**src/hdl/recs_pkg.sv**
```systemverilog
// ----------------------------------------------------------------------------
// recs_pkg
// Shared constants, types and arithmetic helpers for the RGB exposure,
// contrast and saturation unit.
// ----------------------------------------------------------------------------
package recs_pkg;

  localparam int unsigned PixBits   = 16;
  localparam int unsigned NumChan   = 3;
  localparam int unsigned NumStages = 5;

  localparam int unsigned EnW      = 3;
  localparam int unsigned GainW    = 16;
  localparam int unsigned FactW    = 14;
  localparam int unsigned CfgDataW = 16;
  localparam int unsigned CfgIdxW  = 2;

  localparam int unsigned GainFrac = 10;
  localparam int unsigned FactFrac = 12;
  localparam int unsigned LumaFrac = 16;

  localparam int unsigned ExpProdW = PixBits + GainW;
  localparam int unsigned DiffW    = PixBits + 1;
  localparam int unsigned MulW     = DiffW + FactW + 1;
  localparam int unsigned ShW      = MulW + 1 - FactFrac;
  localparam int unsigned SumW     = ShW + 1;
  localparam int unsigned LumaProdW = PixBits + LumaFrac;
  localparam int unsigned LumaSumW  = LumaProdW + 2;

  typedef logic [PixBits-1:0] pix_t;

  localparam pix_t PixMax  = '1;
  localparam pix_t MidGrey = {1'b1, {(PixBits-1){1'b0}}};

  localparam logic [CfgIdxW-1:0] RegStageEnable     = CfgIdxW'(0);
  localparam logic [CfgIdxW-1:0] RegExposureGain    = CfgIdxW'(1);
  localparam logic [CfgIdxW-1:0] RegContrastFactor  = CfgIdxW'(2);
  localparam logic [CfgIdxW-1:0] RegSaturationFactor = CfgIdxW'(3);

  localparam int unsigned EnExposure   = 0;
  localparam int unsigned EnContrast   = 1;
  localparam int unsigned EnSaturation = 2;

  localparam logic [EnW-1:0]   StageEnableRst = '1;
  localparam logic [GainW-1:0] GainUnity      = GainW'(1) << GainFrac;
  localparam logic [FactW-1:0] FactUnity      = FactW'(1) << FactFrac;

  localparam logic [LumaFrac-1:0] LumaWr = LumaFrac'(13933);
  localparam logic [LumaFrac-1:0] LumaWg = LumaFrac'(46872);
  localparam logic [LumaFrac-1:0] LumaWb = LumaFrac'(4731);

  typedef struct packed {
    logic [NumStages-1:0] ld;
    logic [NumStages-1:0] vld;
  } pipe_ctl_t;

  function automatic pix_t sat_pix(input logic signed [SumW-1:0] x);
    pix_t res;
    if (x < 0) begin
      res = '0;
    end else if (|x[SumW-1:PixBits]) begin
      res = PixMax;
    end else begin
      res = x[PixBits-1:0];
    end
    return res;
  endfunction

  function automatic pix_t expose(input pix_t v, input logic [GainW-1:0] g);
    logic [ExpProdW-1:0]       p;
    logic [ExpProdW:0]         t;
    logic [ExpProdW-GainFrac:0] r;
    pix_t                      res;
    p = v * g;
    t = {1'b0, p} + (ExpProdW+1)'(1 << (GainFrac-1));
    r = t[ExpProdW:GainFrac];
    res = (|r[ExpProdW-GainFrac:PixBits]) ? PixMax : r[PixBits-1:0];
    return res;
  endfunction

  function automatic logic signed [ShW-1:0] scale_q12(input logic signed [DiffW-1:0] d,
                                                       input logic [FactW-1:0] f);
    logic signed [MulW-1:0] p;
    logic signed [MulW:0]   t;
    p = d * $signed({1'b0, f});
    t = $signed({p[MulW-1], p}) + $signed((MulW+1)'(1 << (FactFrac-1)));
    return $signed(t[MulW:FactFrac]);
  endfunction

  function automatic pix_t adjust_around(input pix_t c, input pix_t pivot,
                                         input logic [FactW-1:0] f);
    logic signed [DiffW-1:0] d;
    logic signed [ShW-1:0]   r;
    logic signed [SumW-1:0]  s;
    d = $signed({1'b0, c}) - $signed({1'b0, pivot});
    r = scale_q12(d, f);
    s = $signed({r[ShW-1], r}) + $signed({{(SumW-PixBits){1'b0}}, pivot});
    return sat_pix(s);
  endfunction

endpackage

```
**src/hdl/recs_pipe_ctrl.sv**
```systemverilog
// ----------------------------------------------------------------------------
// recs_pipe_ctrl
// Valid tracking and per-stage load enables for the pixel pipeline; empty
// stages are filled even while the output stage is stalled.
// ----------------------------------------------------------------------------
module recs_pipe_ctrl (
  input  logic                  clk_i,
  input  logic                  rst_ni,
  input  logic                  in_valid_i,
  input  logic                  out_ready_i,
  output logic                  in_ready_o,
  output recs_pkg::pipe_ctl_t   ctl_o
);

  logic [recs_pkg::NumStages-1:0] valid_q, valid_d;
  logic [recs_pkg::NumStages-1:0] rdy;
  logic [recs_pkg::NumStages-1:0] src_vld;
  logic [recs_pkg::NumStages-1:0] ld;

  always_comb begin
    rdy[recs_pkg::NumStages-1] = !valid_q[recs_pkg::NumStages-1] || out_ready_i;
    for (int k = recs_pkg::NumStages - 2; k >= 0; k--) begin
      rdy[k] = !valid_q[k] || rdy[k+1];
    end
    src_vld = {valid_q[recs_pkg::NumStages-2:0], in_valid_i};
    ld      = rdy & src_vld;
    valid_d = valid_q;
    for (int k = 0; k < recs_pkg::NumStages; k++) begin
      if (rdy[k]) begin
        valid_d[k] = src_vld[k];
      end
    end
  end

  always_ff @(posedge clk_i or negedge rst_ni) begin
    if (!rst_ni) begin
      valid_q <= '0;
    end else begin
      valid_q <= valid_d;
    end
  end

  assign in_ready_o = rdy[0];
  assign ctl_o.ld   = ld;
  assign ctl_o.vld  = valid_q;

endmodule

```
**config.mk**
```make
export PLATFORM = sky130hd
export DESIGN_NAME = recs_pipe_ctrl
export DESIGN_NICKNAME = d
export VERILOG_FILES = /design/src/hdl/recs_pkg.sv /design/src/hdl/recs_pipe_ctrl.sv
export SDC_FILE = /design/constraint.sdc
export NUM_CORES = 1
export LEC_CHECK = 0
export BUFFER_PORTS_ARGS = -buffer_cell sky130_fd_sc_hd__buf_4
export CORE_AREA = 10 10 47 49
export DETAILED_ROUTE_END_ITERATION = 10
export DIE_AREA = 0 0 57 59
export GPL_ROUTABILITY_DRIVEN = 0
export GPL_TIMING_DRIVEN = 0
export SYNTH_ARGS = -nofsm -noshare
export SYNTH_HDL_FRONTEND = slang
export SYNTH_SLANG_ARGS = --single-unit
```
**constraint.sdc**
```tcl
create_clock -name clk_i -period 3.5 [get_ports clk_i]
set_clock_uncertainty 0.2 [all_clocks]
set_input_delay 0.875 -clock clk_i [delete_from_list [all_inputs] [get_ports clk_i]]
set_output_delay 0.875 -clock clk_i [all_outputs]
set_load 0.05 [all_outputs]
```
==> reports/qor.tcl <==
set qor(outcome) {complete, no violations}
set qor(worst_skew_pair.late_latency_ps) 240
set qor(critPathMaxFanout) 7
set qor(design.die.area_sq_um) 3360
set qor(crit_path_frequent_cell) {sky130_fd_sc_hd__buf_4}
set qor(setup.worst_path.start_class) {primary input}
set qor(slew_violations) 0
set qor(setup_viol) 0
set qor(dr_total_vias) 221
set qor(final.min_clock_period_ps) 2740
set qor(layoutNonFillerInstCount) 55
set qor(setup.worst_path.class) {primary input to output pin}
set qor(floorplan.initialDensity_pct) 17.0
set qor(finalPower_w) 0.000247
set qor(cts_inserted_buffers) 3
set qor(synth_sequential_area_ratio_pct) 52.6
set qor(layout.cell_area.non_filler_sq_um) 389
set qor(vias_in_the_first_global_route) 217
set qor(worst-slew-pin-transition_ps) 215
set qor(antenna_cells_inserted) 0
set qor(globalRouteTotalUtil_pct) 3.81
set qor(synth_largest_area_cell) {sky130_fd_sc_hd__dfrtp_1}
set qor(tritoncts) {yes}
set qor(clock_tree.htree_level_count) 1
set qor(cts_repair_resize_count) 0
set qor(timing.fmax_mhz) 365
set qor(maxSlewHeadroom_pct) 85.7
set qor(numPortBuffers) 14
set qor(syn-cell-area_sq_um) 238
set qor(hold_viol_final) 0
set qor(end_kind) {output pin}
set qor(synth.lib_cells_used.distinct) 14
set qor(path_delay_family) {buffers and inverters}
set qor(post_cts_setup_repair_bufs) 0
set qor(remaining_drc_errors) 0
set qor(top_register) {valid_q}
set qor(clkSlewWorstSetupHoldPaths_ps) 40
set qor(synth_top_area_share_pct) 52.6
set qor(timing.hold.worst.class) {primary input to async pin}
set qor(finalWirelength_um) 598
set qor(timing.final.crit_share_pct) 78.2
set qor(required_ps) 2420
set qor(synth.net_count) 25
set qor(postRouteAntennaNets) 0
set qor(synthCells) 21
set qor(rows) 14
set qor(floorplan.io_pins) 15
set qor(power.ir.vdd_worst_uv) 165
set qor(critical_path.cell_chain) {buf_4 -> and4b_1 -> buf_6 -> a31oi_1 -> buf_4}
set qor(power_leakage_nw) 0.185
set qor(cts-root-buf) {sky130_fd_sc_hd__clkbuf_4}
set qor(cts.sinks) 5
set qor(area_growth_syn_to_layout_pct) 63.7
set qor(post-route-worst-setup-slack_ps) 763
set qor(cp_slowest_cell) {sky130_fd_sc_hd__buf_4}
set qor(vias_per_cell) 4.02
set qor(detail_route.iter0.violations) 2
set qor(cts-root-to-sink-buffers) 2
set qor(chipHeight_um) 59
set qor(layout_nets) 44
set qor(post_synth.cell_area_avg_sq_um) 11.3
set qor(drt_first_pass_iters) 2
set qor(cap_viol_max_count) 0
set qor(globalRoute.totalOverflow) 0
set qor(grt_pass1_wl_um) 966
set qor(maximum_number_of_pins_on_one_net_before_global_route_repair) 9
set qor(synth.top_cells.by_area) {sky130_fd_sc_hd__dfrtp_1, sky130_fd_sc_hd__a21o_1, sky130_fd_sc_hd__nand2b_1, sky130_fd_sc_hd__nor2b_1, sky130_fd_sc_hd__buf_6}
set qor(placement.setup.worst_slack_ps) 765
set qor(drt-wirelength-per-cell_um) 10.9
set qor(biggestRegsByFlops) {valid_q x5}
set qor(place_inst) 51
set qor(crit_path_max_incr_delay_ps) 220
set qor(core_ar_sq_um) 1400
set qor(mostFrequentLayoutCells) {sky130_fd_sc_hd__buf_4, sky130_fd_sc_hd__dfrtp_1, sky130_fd_sc_hd__clkbuf_4}
set qor(floorplan.die.width_um) 57
set qor(rsz_0062_raised_after_global_routing) {no}
set qor(ys_seq_elements) 5
set qor(most_common_library_cell_in_the_layout_ignoring_fill_and_taps) {sky130_fd_sc_hd__buf_4}
set qor(crit_buf_inv) 3
set qor(layout-drive-gt1-share_pct) 46.2
set qor(synth-warning-count) 0
set qor(largest_reg_flops) 5
set qor(arrival_time_reported_for_the_critical_path_endpoint_ps) 1660
set qor(dpl_cell_area_sq_um) 363
set qor(post_cts_hold_buffer_count) 0
set qor(cellPowerDensity_nw_per_um2) 635
set qor(total_negative_setup_slack_ps) 0
set qor(initial_antenna_violation_count) 0
## through the flow
stage / hold WS [ps] / utilization, %
global route: 216 / 27.8
detailed placement: 295 / 25.9
CTS: 221 / 27.8
floorplan: 379 / -
finish: 230 / 27.8
global placement: 296 / 25.9
## report_power, final
| group | leakage, nW | internal (W) | switching (W) |
|---|---|---|---|
| registers | 0.0526 | 0.0000648 | 0.00000833 |
| clock network | 0.0150 | 0.0000429 | 0.0000210 |
| logic | 0.117 | 0.0000352 | 0.0000748 |
## metal layers
metal	up-vias	track usage [%]	wire (um)
met1	107	3.11	215
met5	-	0	0
li1	109	-	-
met2	5	6.05	334
met3	0	3.65	48
met4	0	2.01	0
## logic make-up (layout without fill, tap and decap cells)
family	count (synthesis)	count (layout)	share of synthesized area [%]
AND/OR/NAND/NOR	8	8	22.1
flip-flops	5	5	52.6
AO/OA/AOI/OAI	6	6	19.0
buffers and inverters	2	20	6.31
## cells in the mapped netlist
master,instances
sky130_fd_sc_hd__a21o_1,2
sky130_fd_sc_hd__nand3_1,1
sky130_fd_sc_hd__a21boi_0,1
sky130_fd_sc_hd__a21boi_1,1
sky130_fd_sc_hd__dfrtp_1,5
sky130_fd_sc_hd__inv_1,1
sky130_fd_sc_hd__buf_6,1
sky130_fd_sc_hd__nand2b_1,2
sky130_fd_sc_hd__and2_1,1
sky130_fd_sc_hd__nor2b_1,2
sky130_fd_sc_hd__and4b_1,1
sky130_fd_sc_hd__or2_1,1
sky130_fd_sc_hd__a31oi_1,1
sky130_fd_sc_hd__a31o_1,1
## worst paths after layout
kind                                              from                     end  slack, ps  depth (start not counted)
worst min register to register  valid_q[2]$_DFFE_PN0P_  valid_q[3]$_DFFE_PN0P_        300                          1
worst max-delay path                       out_ready_i                ctl_o[5]        760                          5
worst min-delay path                            rst_ni  valid_q[2]$_DFFE_PN0P_        230                          1
min in group clk_i              valid_q[2]$_DFFE_PN0P_  valid_q[3]$_DFFE_PN0P_        300                          1
worst max register to register  valid_q[3]$_DFFE_PN0P_  valid_q[0]$_DFFE_PN0P_       2220                          3
max in group asynchronous                       rst_ni  valid_q[3]$_DFFE_PN0P_       2770                          1
## final cells by class
type | instances | area, sq um
inverters | 1 | 3.75
multi-input cells | 14 | 97.6
flip-flops and latches | 5 | 125
fillers | 165 | 1010
well taps | 16 | 20.0
plain buffers | 1 | 11.3
clock buffers | 4 | 26.3
repair buffers | 14 | 105
Note: power is estimated with default switching activity, not from simulation.
